$ cat config.mk
export PLATFORM = sky130hd
export DESIGN_NAME = memory_weighted_target_selector_core
export DESIGN_NICKNAME = d
export VERILOG_FILES = /design/src/mwts_pkg.sv /design/src/mwts_div.sv /design/src/memory_weighted_target_selector_core.sv
export SDC_FILE = /design/constraint.sdc
export NUM_CORES = 2
export LEC_CHECK = 0
export ABC_AREA = 1
export BUFFER_PORTS_ARGS = -buffer_cell sky130_fd_sc_hd__buf_2
export CORE_UTILIZATION = 61
export CTS_BUF_LIST = sky130_fd_sc_hd__clkbuf_4 sky130_fd_sc_hd__clkbuf_8 sky130_fd_sc_hd__clkbuf_16
export DETAILED_ROUTE_END_ITERATION = 7
export PLACE_DENSITY = 0.79
export SYNTH_ARGS = -nofsm -noshare
export SYNTH_HDL_FRONTEND = slang
export SYNTH_SLANG_ARGS = --single-unit
export TNS_END_PERCENT = 1
$ cat constraint.sdc
create_clock -name clk -period 15.8 [get_ports clk]
set_input_delay 2.37 -clock clk [delete_from_list [all_inputs] [get_ports clk]]
set_output_delay 2.37 -clock clk [all_outputs]
set_load 0.03 [all_outputs]
$ cat src/mwts_pkg.sv
// Shared constants, register codes and transaction types for the weighted target selector.
// No dependencies; imported by every module of the block.
`default_nettype none

package mwts_pkg;

	// Sizing
	localparam int MAX_TARGETS = 4;
	localparam int FREE_BITS   = 48;
	localparam int SLOTS       = 4;
	localparam int SLOT_W      = 2;
	localparam int CNT_W       = 3;
	localparam int ID_W        = 4;
	localparam int FIELD_W     = 48;
	localparam int CAP_W       = (FREE_BITS < FIELD_W) ? FREE_BITS : FIELD_W;
	localparam int SUM_W       = CAP_W + 2;
	localparam int CTR_W       = 64;
	localparam int DIV_W       = 64;
	localparam int STEP_W      = $clog2(DIV_W);
	localparam int PADDR_W     = 5;
	localparam int PDATA_W     = 32;

	// Register indexes (byte address / 4)
	localparam logic [2:0] REG_TARGET_COUNT = 3'd0;
	localparam logic [2:0] REG_TARGET_ID_0  = 3'd1;
	localparam logic [2:0] REG_TARGET_ID_1  = 3'd2;
	localparam logic [2:0] REG_TARGET_ID_2  = 3'd3;
	localparam logic [2:0] REG_TARGET_ID_3  = 3'd4;

	// Request actions
	localparam logic ACT_SELECT    = 1'b0;
	localparam logic ACT_NEW_QUERY = 1'b1;

	typedef struct packed {
		logic               action;
		logic [FIELD_W-1:0] free_0;
		logic [FIELD_W-1:0] free_1;
		logic [FIELD_W-1:0] free_2;
		logic [FIELD_W-1:0] free_3;
	} req_t;

	typedef struct packed {
		logic [ID_W-1:0]   chosen_id;
		logic [SLOT_W-1:0] chosen_slot;
		logic              used_fallback;
	} rsp_t;

endpackage

`default_nettype wire

$ cat src/mwts_div.sv
// Bit-serial restoring divider: one quotient bit per cycle, DIV_W steps per operation.
// Depends on mwts_pkg for DIV_W and STEP_W.
`default_nettype none

module mwts_div import mwts_pkg::*; (
	input  logic             clk,
	input  logic             arst_n,
	input  logic             go,
	input  logic [DIV_W-1:0] dividend,
	input  logic [DIV_W-1:0] divisor,
	output logic             done,
	output logic [DIV_W-1:0] quotient,
	output logic [DIV_W-1:0] remainder
);

	logic              busy_q;
	logic              done_q;
	logic [STEP_W-1:0] step_q;
	logic [DIV_W-1:0]  quo_q;
	logic [DIV_W-1:0]  rem_q;
	logic [DIV_W-1:0]  dvs_q;
	logic [DIV_W+1:0]  diff;
	logic              fits;
	logic              last_step;

	// Trial subtract of the divisor from the shifted partial remainder
	assign diff      = {1'b0, rem_q, quo_q[DIV_W-1]} - {2'b00, dvs_q};
	assign fits      = ~diff[DIV_W+1];
	assign last_step = (step_q == STEP_W'(DIV_W - 1));

	// Sequence the steps
	always_ff @(posedge clk or negedge arst_n) begin
		if (!arst_n) begin
			busy_q <= 1'b0;
			done_q <= 1'b0;
			step_q <= '0;
		end else begin
			done_q <= busy_q & ~go & last_step;
			if (go) begin
				busy_q <= 1'b1;
				step_q <= '0;
			end else if (busy_q) begin
				step_q <= step_q + 1'b1;
				if (last_step) begin
					busy_q <= 1'b0;
				end
			end
		end
	end

	// Shift dividend bits out into the remainder, shift quotient bits in
	always_ff @(posedge clk) begin
		if (go) begin
			quo_q <= dividend;
			rem_q <= '0;
			dvs_q <= divisor;
		end else if (busy_q) begin
			quo_q <= {quo_q[DIV_W-2:0], fits};
			rem_q <= fits ? diff[DIV_W-1:0] : {rem_q[DIV_W-2:0], quo_q[DIV_W-1]};
		end
	end

	assign done      = done_q;
	assign quotient  = quo_q;
	assign remainder = rem_q;

endmodule

`default_nettype wire

$ cat src/memory_weighted_target_selector_core.sv
// Top level of the weighted target selector: APB registers, sequencer and serial datapath.
// Depends on mwts_pkg and instantiates mwts_div.
//
//   channel   direction  handshake                   payload
//   req       in         req_valid / req_ready       req_t  (action, free_0..free_3)
//   rsp       out        rsp_valid / rsp_ready       rsp_t  (chosen_id, chosen_slot, used_fallback)
//   apb       in         psel / penable / pready     paddr, pwdata, prdata
//
// A new-query transaction clears the pick counter; a select with zero or one target goes
// straight to output. A weighted select sums the slots, runs the serial divider for the
// stride, multiplies it by the pick counter in radix-4 steps that end early once the
// counter bits run out, runs the divider for the position and walks the slots to output.
// The fallback path runs one divider pass. One transaction is in flight at a time;
// a result waits in the output register and stalls only the finishing step. Reset is
// asynchronous: pick counter, target count and control state clear; ids reset to 0..3.
`default_nettype none

module memory_weighted_target_selector_core import mwts_pkg::*; (
	input  logic               clk,
	input  logic               arst_n,
	input  logic               psel,
	input  logic               penable,
	input  logic               pwrite,
	input  logic [PADDR_W-1:0] paddr,
	input  logic [PDATA_W-1:0] pwdata,
	output logic [PDATA_W-1:0] prdata,
	output logic               pready,
	input  logic               req_valid,
	output logic               req_ready,
	input  req_t               req,
	output logic               rsp_valid,
	input  logic               rsp_ready,
	output rsp_t               rsp
);

	localparam logic [2:0] S_IDLE   = 3'd0;
	localparam logic [2:0] S_SUM    = 3'd1;
	localparam logic [2:0] S_FBDIV  = 3'd2;
	localparam logic [2:0] S_STRIDE = 3'd3;
	localparam logic [2:0] S_MUL    = 3'd4;
	localparam logic [2:0] S_MOD    = 3'd5;
	localparam logic [2:0] S_WALK   = 3'd6;
	localparam logic [2:0] S_EMIT   = 3'd7;

	// Configuration
	logic [CNT_W-1:0] target_count_q;
	logic [ID_W-1:0]  target_id_q [SLOTS];
	logic             cfg_wr;
	logic [2:0]       cfg_idx;

	// Control
	logic [2:0]        state_q;
	logic [SLOT_W-1:0] idx_q;
	logic              found_q;
	logic              div_go_q;
	logic [CTR_W-1:0]  counter_q;
	logic              rsp_valid_q;

	// Datapath
	logic [CNT_W-1:0]  n_q;
	logic [CAP_W-1:0]  cap_q [SLOTS];
	logic [SUM_W-1:0]  total_q;
	logic [CAP_W-1:0]  least_q;
	logic [CTR_W-1:0]  mcand_q;
	logic [CTR_W-1:0]  mcand3_q;
	logic [CTR_W-1:0]  mplier_q;
	logic [CTR_W-1:0]  acc_q;
	logic [SUM_W-1:0]  pos_q;
	logic [SUM_W-1:0]  run_q;
	logic [SLOT_W-1:0] res_slot_q;
	logic              res_fb_q;
	logic              res_none_q;
	rsp_t              rsp_q;

	// Combinational
	logic [CNT_W-1:0]  n_use;
	logic              accept;
	logic              in_use;
	logic              last_idx;
	logic [SUM_W-1:0]  total_nxt;
	logic [CAP_W-1:0]  least_nxt;
	logic [SUM_W-1:0]  run_nxt;
	logic              hit;
	logic [CTR_W-1:0]  digit;
	logic [CAP_W-1:0]  stride;
	logic [CAP_W+1:0]  stride3;
	logic [DIV_W-1:0]  div_dividend;
	logic [DIV_W-1:0]  div_divisor;
	logic              div_done;
	logic [DIV_W-1:0]  div_quo;
	logic [DIV_W-1:0]  div_rem;
	logic              rsp_load;

	// Register file
	assign cfg_wr  = psel & penable & pwrite;
	assign cfg_idx = paddr[PADDR_W-1:2];
	assign pready  = 1'b1;

	always_ff @(posedge clk or negedge arst_n) begin
		if (!arst_n) begin
			target_count_q <= '0;
			for (int i = 0; i < SLOTS; i++) begin
				target_id_q[i] <= ID_W'(i);
			end
		end else if (cfg_wr) begin
			unique case (cfg_idx)
				REG_TARGET_COUNT: target_count_q <= pwdata[CNT_W-1:0];
				REG_TARGET_ID_0:  target_id_q[0] <= pwdata[ID_W-1:0];
				REG_TARGET_ID_1:  target_id_q[1] <= pwdata[ID_W-1:0];
				REG_TARGET_ID_2:  target_id_q[2] <= pwdata[ID_W-1:0];
				REG_TARGET_ID_3:  target_id_q[3] <= pwdata[ID_W-1:0];
				default: ;
			endcase
		end
	end

	always_comb begin
		prdata = '0;
		unique case (cfg_idx)
			REG_TARGET_COUNT: prdata = PDATA_W'(target_count_q);
			REG_TARGET_ID_0:  prdata = PDATA_W'(target_id_q[0]);
			REG_TARGET_ID_1:  prdata = PDATA_W'(target_id_q[1]);
			REG_TARGET_ID_2:  prdata = PDATA_W'(target_id_q[2]);
			REG_TARGET_ID_3:  prdata = PDATA_W'(target_id_q[3]);
			default:          prdata = '0;
		endcase
	end

	// Clamp the target count to the slots that exist
	always_comb begin
		n_use = target_count_q;
		if (int'(n_use) > MAX_TARGETS) n_use = CNT_W'(MAX_TARGETS);
		if (int'(n_use) > SLOTS) n_use = CNT_W'(SLOTS);
	end

	assign req_ready = (state_q == S_IDLE);
	assign accept    = req_valid & req_ready;

	// Per-slot step: the current slot always sits in cap_q[0]
	assign in_use    = ({1'b0, idx_q} < n_q);
	assign last_idx  = (idx_q == SLOT_W'(SLOTS - 1));
	assign total_nxt = total_q + (in_use ? SUM_W'(cap_q[0]) : '0);
	assign least_nxt = (in_use && (cap_q[0] < least_q)) ? cap_q[0] : least_q;
	assign run_nxt   = run_q + SUM_W'(cap_q[0]);
	assign hit       = in_use & ~found_q & (pos_q < run_nxt);

	// Radix-4 multiplier digit select
	always_comb begin
		unique case (mplier_q[1:0])
			2'd0:    digit = '0;
			2'd1:    digit = mcand_q;
			2'd2:    digit = {mcand_q[CTR_W-2:0], 1'b0};
			default: digit = mcand3_q;
		endcase
	end

	// Stride is at least one
	assign stride  = (div_quo[CAP_W-1:0] == '0) ? CAP_W'(1) : div_quo[CAP_W-1:0];
	assign stride3 = {1'b0, stride, 1'b0} + {2'b00, stride};

	// Divider operands follow the state that owns the divider
	always_comb begin
		unique case (state_q)
			S_FBDIV: begin
				div_dividend = counter_q;
				div_divisor  = DIV_W'(n_q);
			end
			S_STRIDE: begin
				div_dividend = DIV_W'(least_q);
				div_divisor  = DIV_W'(n_q);
			end
			default: begin
				div_dividend = acc_q;
				div_divisor  = DIV_W'(total_q);
			end
		endcase
	end

	mwts_div u_div (
		.clk       (clk),
		.arst_n    (arst_n),
		.go        (div_go_q),
		.dividend  (div_dividend),
		.divisor   (div_divisor),
		.done      (div_done),
		.quotient  (div_quo),
		.remainder (div_rem)
	);

	assign rsp_load = (state_q == S_EMIT) & (~rsp_valid_q | rsp_ready);

	// Sequencer and pick counter
	always_ff @(posedge clk or negedge arst_n) begin
		if (!arst_n) begin
			state_q     <= S_IDLE;
			idx_q       <= '0;
			found_q     <= 1'b0;
			div_go_q    <= 1'b0;
			counter_q   <= '0;
			rsp_valid_q <= 1'b0;
		end else begin
			// Pulse the divider start when a pass is due
			div_go_q <= ((state_q == S_SUM) & last_idx) |
				((state_q == S_MUL) & (mplier_q == '0));
			unique case (state_q)
				S_IDLE: begin
					if (accept) begin
						if (req.action == ACT_NEW_QUERY) begin
							counter_q <= '0;
						end else if (n_use <= CNT_W'(1)) begin
							state_q <= S_EMIT;
						end else begin
							state_q <= S_SUM;
							idx_q   <= '0;
						end
					end
				end
				S_SUM: begin
					idx_q <= idx_q + 1'b1;
					if (last_idx) begin
						state_q <= (total_nxt == '0) ? S_FBDIV : S_STRIDE;
					end
				end
				S_FBDIV: begin
					if (div_done) begin
						counter_q <= counter_q + 1'b1;
						state_q   <= S_EMIT;
					end
				end
				S_STRIDE: begin
					if (div_done) state_q <= S_MUL;
				end
				S_MUL: begin
					if (mplier_q == '0) begin
						state_q <= S_MOD;
					end
				end
				S_MOD: begin
					if (div_done) begin
						state_q <= S_WALK;
						idx_q   <= '0;
						found_q <= 1'b0;
					end
				end
				S_WALK: begin
					idx_q <= idx_q + 1'b1;
					if (hit) found_q <= 1'b1;
					if (last_idx) begin
						counter_q <= counter_q + 1'b1;
						state_q   <= S_EMIT;
					end
				end
				S_EMIT: begin
					if (rsp_load) state_q <= S_IDLE;
				end
				default: state_q <= S_IDLE;
			endcase

			// Hold the result until taken
			if (rsp_load) begin
				rsp_valid_q <= 1'b1;
			end else if (rsp_ready) begin
				rsp_valid_q <= 1'b0;
			end
		end
	end

	// Datapath registers
	always_ff @(posedge clk) begin
		unique case (state_q)
			S_IDLE: begin
				if (accept) begin
					n_q        <= n_use;
					cap_q[0]   <= req.free_0[CAP_W-1:0];
					cap_q[1]   <= req.free_1[CAP_W-1:0];
					cap_q[2]   <= req.free_2[CAP_W-1:0];
					cap_q[3]   <= req.free_3[CAP_W-1:0];
					total_q    <= '0;
					least_q    <= '1;
					res_slot_q <= '0;
					res_fb_q   <= 1'b0;
					res_none_q <= (n_use == '0);
				end
			end
			S_SUM: begin
				total_q <= total_nxt;
				least_q <= least_nxt;
				for (int i = 0; i < SLOTS - 1; i++) begin
					cap_q[i] <= cap_q[i+1];
				end
				cap_q[SLOTS-1] <= cap_q[0];
			end
			S_FBDIV: begin
				if (div_done) begin
					res_slot_q <= div_rem[SLOT_W-1:0];
					res_fb_q   <= 1'b1;
				end
			end
			S_STRIDE: begin
				if (div_done) begin
					mcand_q  <= CTR_W'(stride);
					mcand3_q <= CTR_W'(stride3);
					mplier_q <= counter_q;
					acc_q    <= '0;
				end
			end
			S_MUL: begin
				if (mplier_q != '0) begin
					acc_q    <= acc_q + digit;
					mplier_q <= mplier_q >> 2;
					mcand_q  <= mcand_q << 2;
					mcand3_q <= mcand3_q << 2;
				end
			end
			S_MOD: begin
				if (div_done) begin
					pos_q <= div_rem[SUM_W-1:0];
					run_q <= '0;
				end
			end
			S_WALK: begin
				run_q <= run_nxt;
				for (int i = 0; i < SLOTS - 1; i++) begin
					cap_q[i] <= cap_q[i+1];
				end
				cap_q[SLOTS-1] <= cap_q[0];
				if (hit) begin
					res_slot_q <= idx_q;
				end else if (last_idx && !found_q) begin
					res_slot_q <= SLOT_W'(n_q - 1'b1);
				end
			end
			S_EMIT: begin
				if (rsp_load) begin
					rsp_q.chosen_id     <= res_none_q ? '0 : target_id_q[res_slot_q];
					rsp_q.chosen_slot   <= res_slot_q;
					rsp_q.used_fallback <= res_fb_q;
				end
			end
			default: ;
		endcase
	end

	assign rsp_valid = rsp_valid_q;
	assign rsp       = rsp_q;

endmodule

`default_nettype wire

---- After elaboration in Yosys (flattened, before gate mapping) ----
Memories as Yosys holds them, arrays and structs flattened.
Index checks and enable logic that the tools add are counted.
word-level totals
  register bits ........................... 759
  RAM bits ................................ 192
  input port bits ......................... 237
  output and inout bits ................... 42
  word-level logic and storage cells ...... 232
  memories ................................ 1
memories
  memory  depth  width  read ports  clocked after memory_dff  write ports  line                                        source
  cap_q   4      48     4           0                         4            memory_weighted_target_selector_core.sv:61  logic [CAP_W-1:0] cap_q [SLOTS];
operators by class
  $add $sub $neg .......................... 9
  magnitude comparators ................... 7
  equality and inequality tests ........... 30
  multiplexer cells ....................... 88
  bitwise gates (word level) .............. 25
  reduce and logical (&&, ||, !) cells .... 39
operators with widths
  kind                                            number
  2-to-1 mux 64 bit                               15
  case mux 64 bit (2 select lines)                5
  2-to-1 mux 48 bit                               12
  case mux 64 bit (3 select lines)                2
  case mux 50 bit (2 select lines)                2
  adder 50 x 48 -> 50 bit                         2
  2-to-1 mux 50 bit                               2
  case mux 48 bit (2 select lines)                1
  subtractor 65 x 64 -> 66 bit                    1
  adder 64 x 1 -> 64 bit (second input constant)  1
  adder 64 bit                                    1
  zero test 64 bit                                1
  nonzero test 64 bit                             1
  adder 49 x 48 -> 50 bit                         1
  zero test 50 bit                                1
  less-than comparator 50 bit                     1
  zero test 48 bit                                1
  less-than comparator 48 bit                     1
  2-to-1 mux 3 bit                                13
  case mux 3 bit (8 select lines)                 1
  case mux 4 bit (5 select lines)                 1
  AND reduction 2 bit                             10
  2-to-1 mux 1 bit                                17
  2-to-1 mux 2 bit                                8
  36 further kinds                                97

---- Longest topological paths before layout ----
  word-level depth ........................ 9
  gate-level depth with buffers ........... 30

---- Hierarchy ----
From an unflattened synthesis, not the netlist that was laid out.
unflattened totals
  cells, all modules ...................... 8708
  area, all modules ....................... 64747.1 µm²
modules (own cells, without submodules)
  module                                instances  cells each  area an instance (µm²)
  memory_weighted_target_selector_core  1          6548        50548.5
  mwts_div                              1          2160        14198.6

---- Worst setup path after synthesis ----
OpenSTA, ideal clock, no wires.
  kind .................................... register to register
  from .................................... reg state_q[0]
  to ...................................... reg acc_q[0] (enable)
  setup time .............................. 0.958 ns
  arrival ................................. 13.433 ns
  data required time ...................... 14.842 ns
  path slack .............................. 1.409 ns
  cell stages (with the launch flop) ...... 6
  path buffers ............................ 1
  period minus slack after synthesis ...... 14.391 ns
  cell sequence ........................... dfrtp_1 -> nand2_1 -> nor2_1 -> inv_2 -> clkbuf_1 -> a21oi_1
between the ends
  longest elaborated chain between the ends .. 3
RTL lines
  element                                                                                line                                         source
  start: declaration                                                                     memory_weighted_target_selector_core.sv:52   logic [2:0] state_q;
  start signal: assignment                                                               memory_weighted_target_selector_core.sv:221  state_q <= (total_nxt == '0) ? S_FBDIV : S_STRIDE;
  == test 3 bit / == test 3 x 2 -> 1 bit (equally long branches)                         memory_weighted_target_selector_core.sv:270  unique case (state_q)
  inequality test 2 x 1 -> 1 bit (no line) / nonzero test 2 bit (equally long branches)  --
  AND reduction 3 bit (no line) (*)                                                      --
  end signal: assignment                                                                 memory_weighted_target_selector_core.sv:309  acc_q <= acc_q + digit;
  end: declaration                                                                       memory_weighted_target_selector_core.sv:67   logic [CTR_W-1:0] acc_q;
Every way passes the cells marked *; elsewhere a longest branch is shown, timed or not.
A chain may end at the register's enable or synchronous reset.

---- Final worst setup path ----
  from .................................... in paddr[3]
  to ...................................... out prdata[1]
between the ends
  longest elaborated chain between the ends .. 2
RTL lines
  element                                line                                         source
  start: declaration                     memory_weighted_target_selector_core.sv:24   input logic [PADDR_W-1:0] paddr,
  == test 3 bit (tied with other cells)  memory_weighted_target_selector_core.sv:119  unique case (cfg_idx)
  case mux 4 bit (5 select lines) (*)    memory_weighted_target_selector_core.sv:119
  end: declaration                       memory_weighted_target_selector_core.sv:26   output logic [PDATA_W-1:0] prdata,
Marks and branches as above.

==> results.toml <==
[cts]
cts_hold_buf = 0
insertion_delay_ps = 720
post_cts_buffers = 0
cts-htree-levels = 3
clock_path_buffers = 3
clock_sinks = 936
cts_root_buf = "clkbuf_16"
cts_tree = "done"
clkTransAtPathRegs_ps = 60
cts_buffers = 100
cts_resized = 0

[drt]
wirelength_um = 206000
drt_first_pass_iters = 6
detailedRoute.firstIterationViolations = 6296
antenna_left = 0
drc = 0
drt-vias-per-instance = 5.95
vias = 56592
wl_per_cell_um = 21.6

[job]
maxCapViolCount = 0

[timing]
fin_worst_skew_ps = 46.3
drv_slew = 0
rsz0062_at_grt = "no"
tightest_slew_ps = 1270
finalSetupViolCount = 0
slew_headroom_pct = 15.2
fin_setup_tns_ps = 0
max_freq_mhz = 169
min_period_ps = 5930
min_period_over_period_pct = 37.6
hold_viol = 0

[yosys]
synth.area.top_cells = "edfxtp_1, nand2_1, inv_1, ha_1, a21oi_1"
synth_commonest_cells = "nand2_1, inv_1, nor2_1, edfxtp_1, a21oi_1"
syn_inst = 8014
avgSynthCellArea_um2 = 7.68
synth_top_area_share_pct = 37.7
synth_ff_type = "edfxtp_1"
seq_area_frac_synth_pct = 43.8
synth_edf_count = 773
syn_area_um2 = 61500
synth_cell_types = 67
synth_top_area_cell = "edfxtp_1"
synth-seq-cells = 936
synthArstFlopShare_pct = 10.6
synth.most_common_cell = "nand2_1"
yosysWarningCount = 0

[worst_setup_path]
endpoint_kind = "output pin"
worstPathRequired_ps = 13430
worstPathMaxFanout = 5
startpoint_type = "input port"
arrival_ps = 3560
path_class = "input port to output pin"
worst-r2r-cell-count = 22

[run_status]
outcome = "finished, final reports clean"

[cells_and_area]
layout-drive-gt1-share_pct = 6.38
n_fill_cell = 8361
syn_to_final_growth_pct = 9.02
nets = 8725
finalNonFillerCells = 9513
design_area_um2 = 67100

[floorplan]
die_h_um = 320
fp.dieW_um = 320
initial_core_util_pct = 61.5
pin_count = 279
rows = 116
dieArea_um2 = 102000
core_um2 = 100000

[placed_design]
io_buffers = 219
placed_cell_area_um2 = 63600
place.gp.congestion = 1.07
placed_cells = 9321
hpwlAfterDp_um = 161000

[global_routing]
grtUsageTotal_pct = 39.3
grt_pass1_wl_um = 306000
grt_start_max_net_pins = 242
grt_pass1_vias = 53160
overflow = 0
antenna_found_initial = 5

[min_path]
hp-class = "flip-flop to flip-flop"
whs_path_depth = 2

[power]
leakage_nw = 30.0
pwr_density_cell_nw_per_um2 = 77.7
vdd_drop_max_v = 0.0000953
[final timing paths]
check / to / from / slack, ps
setup / recovery: prdata[1] / paddr[3] / 9870
min in group asynchronous: target_id_q[9] / arst_n / 1620
hold / removal: u_div.remainder[63] / u_div.remainder[63] / 460
max in group asynchronous: div_go_q / arst_n / 12880
hold reg to reg: u_div.remainder[63] / u_div.remainder[63] / 460
setup reg to reg: res_slot_q[0] / cap_q[0][16] / 9920
[cell usage in the layout (no fill, tap or decap), drive strengths merged, types with 66 or more instances in the layout]
cell type / netlist / routed
a31oi: 82 / 82
nor3: 106 / 106
edfxtp: 773 / 773
buf: 56 / 263
nand4: 66 / 66
inv: 1204 / 1208
o22ai: 74 / 74
nand2: 1989 / 1989
clkbuf: 225 / 126
a21oi: 682 / 682
o21ai: 628 / 628
nand3: 203 / 203
ha: 358 / 358
nor2: 912 / 912
dfrtp: 95 / 95
[final cells by class]
cell class / instances / area (um2) / area share [%]
inverters: 1210 / 4550 / 6.79
multi-input cells: 5614 / 29000 / 43.3
repair buffers: 263 / 1440 / 2.15
well taps: 1298 / 1620 / 2.42
clock buffers: 126 / 2770 / 4.13
diodes: 3 / 7.51 / 0.0112
flip-flops and latches: 936 / 27000 / 40.2
clock inverters: 63 / 659 / 0.983
[registers in the layout, summed over array words and instances, names as in the netlist, 63 cells and up]
register         flops
mplier_q            64
acc_q               64
mcand_q             63
u_div.remainder     64
u_div.quotient      64
counter_q           64
cap_q              192
mcand3_q            64
[per-stage QoR]
stage	utilization, %	setup WS [ps]	total power [mW]	hold slack [ps]
floorplan	-	1410	2.76	400
global placement	63.6	9880	2.81	442
detailed placement	63.6	9890	2.81	449
CTS	67.1	9880	5.21	465
global route	67.1	9730	5.31	468
finish	67.1	9870	5.21	462
[cell families after synthesis]
group	share of synthesized area, %
AOI/OAI and AO/OA	15.2
xor gates and xnor gates	1.77
adders and majority gates	7.44
buffers and inverters	9.30
DFF	43.8
other	0.0122
and+or+nand+nor	22.4
[per-layer routing]
| metal | wire [um] | vias to the layer above | track usage, % |
|---|---|---|---|
| li1 | - | 26859 | - |
| met1 | 78200 | 26415 | 48.7 |
| met2 | 98200 | 2777 | 66.2 |
| met3 | 17000 | 535 | 5.72 |
| met4 | 12400 | 6 | 21.7 |
| met5 | 37 | - | 0 |
[power by group]
part / internal [mW] / switching, mW / total, mW / leakage [nW]
clock: 1.38 / 1.07 / 2.45 / 1.71
combinational: 0.0366 / 0.0572 / 0.0939 / 20.3
sequential: 2.66 / 0.00890 / 2.66 / 7.99
total: 4.07 / 1.14 / 5.21 / 30.0
[critical path, cell delays in order]
cell and delay [ps]:
buf_2 110, nor3_1 480, nand2_1 90, o21ai_0 100
a221oi_1 70, o21ai_0 110, buf_2 220
Note: power is estimated with default switching activity, not from simulation.
